### src/sv/cgm_pkg.sv
// Shared types and constants for the channel group max block.
`timescale 1ns / 1ps
`default_nettype none
package cgm_pkg;

  // Payload widths
  localparam int VALUE_W = 16;
  localparam int INDEX_W = 22;

  // Configuration register widths
  localparam int GS_W   = 7;
  localparam int GC_W   = 11;
  localparam int DIM_W  = 7;
  localparam int CFG_AW = 4;
  localparam int CFG_DW = 16;

  // Counter widths
  localparam int CH_W    = 6;
  localparam int GRP_W   = 10;
  localparam int PLANE_W = 13;

  // Configuration bounds
  localparam int GS_MAX  = 64;
  localparam int GC_MAX  = 1024;
  localparam int DIM_MAX = 64;

  // Parameter defaults
  localparam int DEF_MAX_PLANE    = 4096;
  localparam int DEF_MAX_CHANNELS = 1024;

  // Register indexes
  typedef enum logic [CFG_AW-1:0] {
    REG_GROUP_SIZE   = 4'd0,
    REG_GROUP_COUNT  = 4'd1,
    REG_PLANE_HEIGHT = 4'd2,
    REG_PLANE_WIDTH  = 4'd3
  } reg_index_t;

  // Effective (clamped) configuration
  typedef struct packed {
    logic [GS_W-1:0]    gs;
    logic [GC_W-1:0]    gc;
    logic [PLANE_W-1:0] plane;
  } cfg_t;

  // Per-item control produced by the sequencer
  typedef struct packed {
    logic               first;
    logic               last_channel;
    logic               end_of_sample;
    logic [INDEX_W-1:0] elem;
  } item_ctl_t;

  // One stored partial entry
  typedef struct packed {
    logic signed [VALUE_W-1:0] max_value;
    logic [INDEX_W-1:0]        index;
  } entry_t;

endpackage
`default_nettype wire

### src/sv/cgm_seq.sv
// Position, channel, group and element counters for the input stream.
`timescale 1ns / 1ps
`default_nettype none
module cgm_seq #(
  parameter int MAX_PLANE = cgm_pkg::DEF_MAX_PLANE,
  localparam int AW = (MAX_PLANE > 1) ? $clog2(MAX_PLANE) : 1
) (
  input  wire logic          clk,
  input  wire logic          rst,
  input  wire cgm_pkg::cfg_t cfg,
  input  wire logic          advance,
  output logic [AW-1:0]      slot,
  output cgm_pkg::item_ctl_t ctl
);

  logic [AW-1:0]                position_count;
  logic [cgm_pkg::CH_W-1:0]     channel_in_group;
  logic [cgm_pkg::GRP_W-1:0]    group_number;
  logic [cgm_pkg::INDEX_W-1:0]  element_count;

  logic last_pos;
  logic last_group;

  // Decode where the current beat sits in the sample
  always_comb begin
    last_pos = (int'(position_count) + 1) >= int'(cfg.plane);
    last_group = (int'(group_number) + 1) >= int'(cfg.gc);
    ctl.first = (channel_in_group == '0);
    ctl.last_channel = (int'(channel_in_group) + 1) >= int'(cfg.gs);
    ctl.end_of_sample = last_group && last_pos;
    ctl.elem = element_count;
    slot = position_count;
  end

  // Advance position, then channel, then group
  always_ff @(posedge clk) begin
    if (rst) begin
      position_count   <= '0;
      channel_in_group <= '0;
      group_number     <= '0;
      element_count    <= '0;
    end else if (advance) begin
      element_count <= element_count + 1'b1;
      if (last_pos) begin
        position_count <= '0;
        if (ctl.last_channel) begin
          channel_in_group <= '0;
          if (last_group) begin
            group_number  <= '0;
            element_count <= '0;
          end else begin
            group_number <= group_number + 1'b1;
          end
        end else begin
          channel_in_group <= channel_in_group + 1'b1;
        end
      end else begin
        position_count <= position_count + 1'b1;
      end
    end
  end

endmodule
`default_nettype wire

### config.mk
export PLATFORM = sky130hd
export DESIGN_NAME = cgm_seq
export DESIGN_NICKNAME = d
export VERILOG_FILES = /design/src/sv/cgm_pkg.sv /design/src/sv/cgm_seq.sv
export SDC_FILE = /design/constraint.sdc
export NUM_CORES = 1
export LEC_CHECK = 0
export BUFFER_PORTS_ARGS = -buffer_cell sky130_fd_sc_hd__buf_2
export CAP_MARGIN = 20
export CORE_ASPECT_RATIO = 0.8
export CORE_MARGIN = 1
export CORE_UTILIZATION = 60
export CTS_CLUSTER_SIZE = 40
export DETAILED_ROUTE_END_ITERATION = 10
export PLACE_DENSITY = 0.95
export SETUP_SLACK_MARGIN = 0.3
export SLEW_MARGIN = 20
export SYNTH_ARGS = -nofsm -noshare
export SYNTH_HDL_FRONTEND = slang
export SYNTH_SLANG_ARGS = --single-unit
### constraint.sdc
create_clock -name clk -period 9.7 [get_ports clk]
set_clock_uncertainty 0.2 [all_clocks]
set_input_delay 0.485 -clock clk [delete_from_list [all_inputs] [get_ports clk]]
set_output_delay 0.485 -clock clk [all_outputs]
set_load 0.005 [all_outputs]
Word-level counts from Yosys, hierarchy flattened
Cells that the tools add are included.

Bits in latches: 0. Output and inout port bits: 37. Input bits: 34. Bits in writable memories: 0. Word-level logic and storage cells: 24. Memories kept: 0. Bits in read-only memories: 0. Flip-flop bits (word level): 50.

Divide/modulo/power cells: 0. Muxes and demuxes: 6. $mul: 0. $add $sub $neg: 7. Reduce and logical (&&, ||, !) cells: 4. Shifts and indexed selects: 0. Bitwise gates (word level): 0. Eq/ne operators: 0. Magnitude comparators: 3.

Operators by type and width (count): 2-to-1 mux 22 bit (3); adder 22 x 1 -> 22 bit (second input constant) (1); adder 12 x 1 -> 13 bit (second input constant) (1); >= comparator 13 bit (1); adder 12 x 1 -> 12 bit (second input constant) (1); 2-to-1 mux 12 bit (1); adder 10 x 1 -> 11 bit (second input constant) (1); >= comparator 11 bit (1); adder 10 x 1 -> 10 bit (second input constant) (1); 2-to-1 mux 10 bit (1); adder 6 x 1 -> 7 bit (second input constant) (1); >= comparator 7 bit (1); adder 6 x 1 -> 6 bit (second input constant) (1); logical NOT 6 bit (1); 2-to-1 mux 6 bit (1); AND reduction 3 bit (1); AND reduction 2 bit (1); logical AND 1 bit (1).

Depth between registers and ports, before layout
Word-level depth: 5. Mapped depth: 14. Mapped depth without buffers: 12.

Worst setup path after synthesis
Ideal clock, no wire load.

Kind: register to output. From: reg position_count[0] (netlist: slot[0]). To: out ctl[22] (netlist bit). Data arrival time: 3.014 ns. Cell stages (with the launch flop): 14. Slack: 6.001 ns. Data required time: 9.015 ns. Path buffers: 2. Cells stage by stage: dfxtp_1 -> ha_1 -> nand3_1 -> nor2_1 -> and3_1 -> and3_1 -> xor2_1 -> ha_1 -> nand4_1 -> a311oi_2 -> nor3_2 -> buf_6 -> clkbuf_1 -> nor2_1.

RTL lines: from (decl) (line cgm_seq.sv:16) `logic [AW-1:0] position_count;`; from (signal assigned) (line cgm_seq.sv:58) `position_count <= position_count + 1'b1;`; to (decl) (line cgm_seq.sv:13) `output cgm_pkg::item_ctl_t ctl`.

==> impl_metrics.ini <==
[power_and_ir_drop]
p_leak_nw = 1.82
power.share.sequential_pct = 57.2
comb_power_share_pct = 8.8
vdd_ir_drop_max_mv = 0.0748
clkPwrFrac_pct = 34.0
p_int_uw = 270
p_per_area_nw_per_um2 = 93.5
power_switching_uw = 93.6
sw_frac_of_total_pct = 25.7

[grt]
grt_pass1_wl_um = 13500
grt.total_usage_pct = 28.0
grt_max_degree = 42
antenna_found_initial = 0
grt_pass1_vias = 3092
grt-ovfl-total = 0

[clocking]
cts.sinks = 50
ctsResizeCount = 0
cts_tree = built
clk_path_buf_depth = 2
clkLatencyLatePin_ns = 0.31
cts_hold_buffers = 0
cts-buffers-inserted = 5
postCtsSetupRepairBufs = 0
cts_max_level = 2
cts_root_buf = clkbuf_8
cts.clk_slew.worst_paths_ns = 0.10

[worst_setup_path]
reg2regPathDepth = 13
cp.arrival_ns = 3.89
startpoint = slot[0]
r2r_start = slot[0]
path_max_fanout = 41
end_kind = primary output
critPathLaunchType = register
required_ns = 9.02
path_class = register to primary output

[final_layout]
drive_gt1_share_pct = 17.4
layout_commonest_cell = buf_2
nets = 553
mostFrequentLayoutCells = 70 x buf_2, 50 x dfxtp_1, 39 x nand2_1
areaGrowthSynthToFinish_pct = 14.9
n_antenna_cell = 0
instances_no_fill = 561
final_util_pct = 71.6

[floorplan]
core_um2 = 5440
die_w_um = 86
pin_count = 71
die_h_um = 69.2
start_util_pct = 62.3
num_rows = 24
fp.dieArea_um2 = 5950

[worst_hold_path]
hp-start = channel_in_group[1]
hold_path_depth = 2
hold_class = register to register

[yosys]
syn_inst = 419
synth_nets = 489
synthMuxAreaShare_pct = 0
syn_avg_cell_area_um2 = 8.08
syn_area_um2 = 3390
synth_cell_types = 44
synth_top_family_by_area = simple AND/OR/NAND/NOR gates
synth_compound_area_share_pct = 14.6
synth_edf_count = 0
yosys.area_share.adder_pct = 13.3
synthArstFlopShare_pct = 0
synth_top_area_cell = dfxtp_1
synth_xor_area_share_pct = 10.6
ys_top_cells_by_area = dfxtp_1 30%, ha_1 13%, xor2_1 6.5%, nand2_1 4.3%, inv_1 4.2%
ys_seq_area_share_pct = 29.6
ys_ff_latch = 50
synth-main-ff-cell = dfxtp_1
synth_top_area_share_pct = 29.6
yosys.area_share.simple_pct = 25.7
ys_warn_count = 0

[timing]
fmax_ghz = 0.218
setup_tns_ns = 0
hold_violations = 0
maxSlewHeadroom_pct = 30.7
rsz0062_at_grt = no
tightest_slew_ns = 1.03
setup_viol = 0
fin_crit_sh_pct = 47.2
slew_violations = 0
layout_min_cycle_time_ns = 4.58

[placement]
dpl.hpwl_um = 6010
portBuffers = 70
place.gp.congestion = 0.926
dp_cells = 553

[routing]
avgRoutedWirePerCell_um = 14.6
drcViolationCount = 0
initialDrtViolationCount = 199
vias = 3295
wl_um = 8170
viasPerCell = 5.87
ant_nets = 0
dr.pass1.iters = 5

[status]
status = finished, final reports clean

[flow_run]
maxCapViolCount = 0
sequential cells by signal, indices dropped and copies added, names as in the netlist:
signal            cells
channel_in_group      6
element_count        22
group_number         10
slot                 12
cells in the mapped netlist (all sizes together) (7+ instances only):
| cell type | count |
|---|---|
| xnor2 | 16 |
| nand4b | 9 |
| or3 | 7 |
| and3 | 12 |
| nand4 | 7 |
| nor2 | 33 |
| dfxtp | 50 |
| o31ai | 11 |
| ha | 36 |
| nand3b | 7 |
| o21ai | 7 |
| xor2 | 25 |
| a21oi | 27 |
| nand2 | 39 |
| nand3 | 21 |
| inv | 38 |
| or4 | 8 |
| a31oi | 10 |
| nor3 | 8 |
| clkbuf | 10 |
metal layers:
layer / vias to the layer above / routed length (µm) / part of all wire (%) / GRT usage (%)
li1: 1607 / - / - / -
met1: 1508 / 3450 / 42 / 34.8
met2: 149 / 3920 / 48 / 47.0
met3: 31 / 599 / 7.3 / 5.60
met4: 0 / 199 / 2.4 / 12.2
met5: - / 0 / 0 / 0
cell families after synthesis:
kind of cell    Yosys count
fa+ha+maj                36
xor+xnor                 41
buf+inv                  53
compound gates           74
simple gates            165
flops                    50
area by class of cell:
cell class	instances	area (µm²)
clock buffer	5	68.8
clock inverter	2	13.8
fill	402	1540
inverter	38	143
multi-input combinational	316	2200
sequential	50	1000
tap	78	97.6
timing repair buffer	72	373
through the flow:
stage               cell area (µm²)  hold WS [ns]  setup WS (ns)  power (mW)
floorplan                      3390         0.262           6.00       0.231
global placement               3790         0.275           5.44       0.242
detailed placement             3790         0.285           5.22       0.244
CTS                            3880         0.301           5.15       0.362
global route                   3890         0.342           4.91       0.376
finish                         3890         0.302           5.12       0.364
power by group through the flow:
stage	Clock [mW]	Combinational [mW]	Sequential, mW
final	0.124	0.0320	0.208
after global routing	0.131	0.0361	0.209
after CTS	0.122	0.0313	0.208
after detailed placement	0	0.0310	0.213
after global placement	0	0.0294	0.213
after floorplan	0	0.0182	0.213
critical path, stage by stage, from the launching register on:
cell      delay (ns)
dfxtp_1         0.43
ha_1            0.28
nand3_1         0.18
nor2_1          0.30
and3_1          0.27
and3_1          0.25
xor2_1          0.11
ha_1            0.32
nand4_1         0.20
a311oi_2        0.59
nor3_4          0.10
buf_4           0.28
nor2_1          0.13
buf_2           0.12
path summary, 6_finish.rpt:
path	endpoint	slack [ns]
worst max-delay path	ctl[22]	5.12
worst max register to register	element_count[2]	5.40
worst min-delay path	channel_in_group[1]	0.30
worst min register to register	channel_in_group[1]	0.30
No activity file was read; power rests on OpenSTA's default activity.
