**src/sv/cgm_pkg.sv**
```systemverilog
// Shared types and constants for the channel group max block.
`timescale 1ns / 1ps
`default_nettype none
package cgm_pkg;

  // Payload widths
  localparam int VALUE_W = 16;
  localparam int INDEX_W = 22;

  // Configuration register widths
  localparam int GS_W   = 7;
  localparam int GC_W   = 11;
  localparam int DIM_W  = 7;
  localparam int CFG_AW = 4;
  localparam int CFG_DW = 16;

  // Counter widths
  localparam int CH_W    = 6;
  localparam int GRP_W   = 10;
  localparam int PLANE_W = 13;

  // Configuration bounds
  localparam int GS_MAX  = 64;
  localparam int GC_MAX  = 1024;
  localparam int DIM_MAX = 64;

  // Parameter defaults
  localparam int DEF_MAX_PLANE    = 4096;
  localparam int DEF_MAX_CHANNELS = 1024;

  // Register indexes
  typedef enum logic [CFG_AW-1:0] {
    REG_GROUP_SIZE   = 4'd0,
    REG_GROUP_COUNT  = 4'd1,
    REG_PLANE_HEIGHT = 4'd2,
    REG_PLANE_WIDTH  = 4'd3
  } reg_index_t;

  // Effective (clamped) configuration
  typedef struct packed {
    logic [GS_W-1:0]    gs;
    logic [GC_W-1:0]    gc;
    logic [PLANE_W-1:0] plane;
  } cfg_t;

  // Per-item control produced by the sequencer
  typedef struct packed {
    logic               first;
    logic               last_channel;
    logic               end_of_sample;
    logic [INDEX_W-1:0] elem;
  } item_ctl_t;

  // One stored partial entry
  typedef struct packed {
    logic signed [VALUE_W-1:0] max_value;
    logic [INDEX_W-1:0]        index;
  } entry_t;

endpackage
`default_nettype wire

```
**src/sv/cgm_cfg.sv**
```systemverilog
// Configuration registers and their clamped effective values.
`timescale 1ns / 1ps
`default_nettype none
module cgm_cfg #(
  parameter int MAX_PLANE    = cgm_pkg::DEF_MAX_PLANE,
  parameter int MAX_CHANNELS = cgm_pkg::DEF_MAX_CHANNELS
) (
  input  wire logic                       clk,
  input  wire logic                       rst,
  input  wire logic                       wr_en,
  input  wire logic [cgm_pkg::CFG_AW-1:0] wr_index,
  input  wire logic [cgm_pkg::CFG_DW-1:0] wr_data,
  output cgm_pkg::cfg_t                   cfg
);

  logic [cgm_pkg::GS_W-1:0]  group_size;
  logic [cgm_pkg::GC_W-1:0]  group_count;
  logic [cgm_pkg::DIM_W-1:0] plane_height;
  logic [cgm_pkg::DIM_W-1:0] plane_width;

  logic [cgm_pkg::DIM_W-1:0]   h_eff;
  logic [cgm_pkg::DIM_W-1:0]   w_eff;
  logic [cgm_pkg::GC_W-1:0]    gc_clamp;
  logic [cgm_pkg::PLANE_W-1:0] plane_raw;

  // Write the addressed register, ignore indexes past the list
  always_ff @(posedge clk) begin
    if (rst) begin
      group_size   <= cgm_pkg::GS_W'(2);
      group_count  <= cgm_pkg::GC_W'(1);
      plane_height <= cgm_pkg::DIM_W'(1);
      plane_width  <= cgm_pkg::DIM_W'(1);
    end else if (wr_en) begin
      unique case (wr_index)
        cgm_pkg::REG_GROUP_SIZE:   group_size   <= wr_data[cgm_pkg::GS_W-1:0];
        cgm_pkg::REG_GROUP_COUNT:  group_count  <= wr_data[cgm_pkg::GC_W-1:0];
        cgm_pkg::REG_PLANE_HEIGHT: plane_height <= wr_data[cgm_pkg::DIM_W-1:0];
        cgm_pkg::REG_PLANE_WIDTH:  plane_width  <= wr_data[cgm_pkg::DIM_W-1:0];
        default: ;
      endcase
    end
  end

  // Clamp each register into its legal range
  always_comb begin
    cfg.gs = (group_size == '0) ? cgm_pkg::GS_W'(1) :
             (int'(group_size) > cgm_pkg::GS_MAX) ? cgm_pkg::GS_W'(cgm_pkg::GS_MAX) :
             group_size;
    gc_clamp = (group_count == '0) ? cgm_pkg::GC_W'(1) :
               (int'(group_count) > cgm_pkg::GC_MAX) ? cgm_pkg::GC_W'(cgm_pkg::GC_MAX) :
               group_count;
    cfg.gc = (int'(gc_clamp) > MAX_CHANNELS) ? cgm_pkg::GC_W'(MAX_CHANNELS) : gc_clamp;
    h_eff = (plane_height == '0) ? cgm_pkg::DIM_W'(1) :
            (int'(plane_height) > cgm_pkg::DIM_MAX) ? cgm_pkg::DIM_W'(cgm_pkg::DIM_MAX) :
            plane_height;
    w_eff = (plane_width == '0) ? cgm_pkg::DIM_W'(1) :
            (int'(plane_width) > cgm_pkg::DIM_MAX) ? cgm_pkg::DIM_W'(cgm_pkg::DIM_MAX) :
            plane_width;
    plane_raw = cgm_pkg::PLANE_W'(h_eff) * cgm_pkg::PLANE_W'(w_eff);
    cfg.plane = (int'(plane_raw) > MAX_PLANE) ? cgm_pkg::PLANE_W'(MAX_PLANE) : plane_raw;
  end

endmodule
`default_nettype wire

```
**config.mk**
```make
export PLATFORM = sky130hd
export DESIGN_NAME = cgm_cfg
export DESIGN_NICKNAME = d
export VERILOG_FILES = /design/src/sv/cgm_pkg.sv /design/src/sv/cgm_cfg.sv
export SDC_FILE = /design/constraint.sdc
export NUM_CORES = 1
export LEC_CHECK = 0
export ABC_CLOCK_PERIOD_IN_PS = 15600
export CORE_MARGIN = 3
export CORE_UTILIZATION = 50
export CTS_BUF_LIST = sky130_fd_sc_hd__clkbuf_2
export DETAILED_ROUTE_END_ITERATION = 8
export DONT_BUFFER_PORTS = 1
export GPL_ROUTABILITY_DRIVEN = 0
export GPL_TIMING_DRIVEN = 0
export SLEW_MARGIN = 20
export SYNTH_ARGS = -nofsm -noshare
export SYNTH_HDL_FRONTEND = slang
export SYNTH_SLANG_ARGS = --single-unit
```
**constraint.sdc**
```tcl
create_clock -name clk -period 15.6 [get_ports clk]
set_input_delay 1.56 -clock clk [delete_from_list [all_inputs] [get_ports clk]]
set_output_delay 1.56 -clock clk [all_outputs]
set_load 0.01 [all_outputs]
```
Word level (Yosys, flattened, before mapping)
Cells that the tools add are included.
W data, S select, Z words.
- input port bits: 23
- logic and storage cells: 33
- bits in registers: 32
- equal/unequal tests: 3
- multiplexer cells: 10
- reduce and logical (&&, ||, !) cells: 9
- order comparisons: 6
- multiply operators: 1
- operators by type and width (kind ; number):
    $mux W7 ; 6
    $mux W11 ; 3
    $gt A11 B11 Y1 const B ; 2
    $gt A7 B7 Y1 const B ; 3
    $logic_not A7 Y1 ; 3
    $gt A13 B13 Y1 const B ; 1
    $mul A7 B7 Y13 ; 1
    $mux W13 ; 1
    $logic_not A11 Y1 ; 1
    $eq A4 B2 Y1 const B ; 2
    $reduce_and A2 Y1 ; 4
    $eq A4 B1 Y1 const B ; 1
    $logic_not A4 Y1 ; 1

Depth between registers and ports, before layout
- depth in word-level cells: 6
- gate-level depth with buffers: 19

Worst setup path before layout
No wires, ideal clock.
- path kind: reg-to-output
- from: register plane_width[6] (netlist name)
- to: output cfg[11] (netlist name)
- data arrival time: 4.476 ns
- cell stages (with the launch flop): 19
- path buffers: 2
- path slack: 9.564 ns
- path through: dfxtp_1 > clkbuf_1 > clkbuf_1 > nor2b_1 > nand2_1 > fa_1 > fa_1 > inv_1 > fa_1 > inv_1 > fa_1 > inv_1 > ha_1 > nand4_1 > or3_1 > o2111ai_1 > a21oi_1 > xor2_1 > nor2_1
- RTL lines (element ; line ; text):
    start, declared ; cgm_cfg.sv:19 ; logic [cgm_pkg::DIM_W-1:0] plane_width;
    start signal, assigned ; cgm_cfg.sv:32 ; plane_width <= cgm_pkg::DIM_W'(1);
    start signal, assigned ; cgm_cfg.sv:38 ; cgm_pkg::REG_PLANE_WIDTH: plane_width <= wr_data[cgm_pkg::DIM_W-1:0];
    end, declared ; cgm_cfg.sv:13 ; output cgm_pkg::cfg_t cfg

==> results.ini <==
[run_status]
status=completed

[routing]
drt_iter0_markers=92
totalWireLength_mm=6.26
viasPerCell=5.35
drt-wirelength-per-cell_um=14.7
drc=0
dr.pass1.iters=4
antenna_left=0
num_vias=2275

[worst_setup_path]
slowest_delay_ns=0.54
crit_slowest_cell=fa_1
cp_cell_sequence=clkbuf_1 -> clkbuf_1 -> nor2b_1 -> nand2_1 -> fa_1 -> fa_1 -> inv_1 -> fa_1 -> inv_1 -> fa_1 -> inv_1 -> ha_1 -> nand4_1 -> o221a_4 -> o21ai_2 -> xnor2_2 -> buf_6 -> nor3_4
cp_common_cell=fa_1
start_kind=flip-flop
cp.arrival_ns=5.32
worst_path_dominant_cell_family=adder cells
critical_path_required_ns=14.04
path_max_fanout=10
cp.buffers_inverters=6
critPathKind=reg2out
worstSetupEndpointType=primary output

[cts]
cts_buffers=5
insertion_delay_ns=0.35
cts_resized=0
cts_sinks=32
cts_max_level=2
clock_path_buffers=2
clkTransAtPathRegs_ns=0.16
clockRootBuffer=clkbuf_2
cts_tree=done
cts_setup_buffers=0
hold_buffers=0

[synthesis]
ys_types=38
synth_top_family_by_area=adder cells
synth_area_sq_um=3000
yosysTopAreaCellShare_pct=21.4
synth.top_cells.by_area=dfxtp_1, fa_1, ha_1
synth_ff_type=dfxtp_1
yosys.area_share.xor_xnor_pct=4.00
async_flop_share_pct=0
synth_fa_ha_area_share_pct=27.9
syn-num-nets=421
yosysTopAreaCell=dfxtp_1
yosys_warnings=0
muxShareOfSynthArea_pct=9.34
synth_simple_gate_area_share_pct=26.8
synth-compound-area-share_pct=6.05
synth_cells=345
synth_edf_count=0
synth.avg_cell_area_sq_um=8.70
ys_seq_area_share_pct=21.4
ys_ff_latch=32

[timing]
hold_viol=0
setup_tns_ns=0
final.period_utilization_pct=44.1
slew_violations=0
worst_slack_ns=8.72
slew_headroom_pct=66.2
grt_setup_unrepaired=false
finalSetupViolCount=0
finClkSkew_ns=0
tightest_slew_ns=0.505
hold-worst-slack_ns=0.511
period_minus_slack_ns=6.88
max_freq_mhz=145

[global_route]
grt_max_degree=11
grt_pass1_vias=2113
grt_use_total_pct=18.4
antenna_found_initial=0
grt_pass1_wl_mm=10.5
grt_overflow=0

[power]
powerDensity_nw_per_um2=42.4
power_mw=0.133
peakVddDrop_mv=0.0489
cellLeakagePower_nw=1.56

[floorplan]
dieArea_sq_um=6970
core_area_sq_um=5640
die_w_um=83.5
die_h_um=83.5
ios=54
start_util_pct=53.2
rows=27

[final_layout]
finalNonFillerCells=425
area.growth.synth_to_final_pct=4.30
layout_common_cells=nor2_1, dfxtp_1, ha_1
fin_area_sq_um=3130
fillers=541
final_common_cell=nor2_1
num-nets-final=428
multiInputGateArea_sq_um=2220
regArea_sq_um=641
final_core_util_pct=55.5
drive_gt1_share_pct=5.38
diodes=0

[place]
port_buffers=0
place_ws_ns=9.09
dp_cells=417
placed_area_sq_um=3090
place_hpwl_mm=5.08

[hold_path]
hp-class=reg2reg

[flow_run]
cap_violations=0

[synth_stat cells, types with 2 or more instances]
master    number
nand4_1        2
nor2b_1       27
mux2i_1       28
o21ai_0        3
ha_1          30
buf_2          2
nor4_1         5
nand2b_1      12
xor2_1         5
clkbuf_1      10
dfxtp_1       32
nand2_1       23
nor3_4         2
a21oi_1        8
nor2_1        66
a211o_1        4
and2_1        15
xnor2_2        2
fa_1          23
nor3_1         3
xnor2_1        5
inv_1         21
a21o_1         2
[report_power, final]
part | total, mW | internal, mW | leakage (nW) | switching (mW)
logic | 0.0101 | 0.00397 | 1.27 | 0.00616
clock network | 0.0386 | 0.0120 | 0.0306 | 0.0265
registers | 0.0841 | 0.0829 | 0.259 | 0.00118
[area by class of cell]
cell class                 count  area share [%]
multi-input combinational    279            71.0
sequential                    32            20.5
tap                           72            2.88
inverter                      21            2.52
buffer                        13            1.88
clock buffer                   7            1.12
clock inverter                 1           0.120
[worst paths after layout]
path	start	end	slack, ns	depth (start not counted)
setup / recovery	plane_width[6]$_SDFFE_PP0P_	cfg[5]	8.72	18
hold / removal	plane_width[0]$_SDFFE_PP1P_	plane_width[0]$_SDFFE_PP1P_	0.51	1
setup reg to reg	plane_width[6]$_SDFFE_PP0P_	plane_width[6]$_SDFFE_PP0P_	14.34	4
hold reg to reg	plane_width[0]$_SDFFE_PP1P_	plane_width[0]$_SDFFE_PP1P_	0.51	1
[per-layer routing]
metal  part of all wire (%)  wire [um]  global-route usage, %  vias up
met3                    5.2        325                   3.65        2
met1                     50       3130                   28.3     1076
met4                   0.27         17                   2.63        0
met2                     45       2790                   27.1       49
met5                      0          0                      0        -
li1                       -          -                      -     1148
[sequential cells by signal, indices dropped and copies added (netlist names)]
name,count
group_size,7
plane_height,7
group_count,11
plane_width,7
[logic make-up after synthesis]
family,Yosys count
and+or+nand+nor,161
adders and majority gates,53
buffers and inverters,34
DFF,32
muxes,28
AOI/OAI and AO/OA,25
xor gates and xnor gates,12
[worst register-to-register path: stages, from the launching register on]
cell and delay (ns):
dfxtp_1 0.33, clkbuf_1 0.27, clkbuf_1 0.38, mux2i_1 0.14, nor2_1 0.09
No activity file was read; power rests on OpenSTA's default activity.
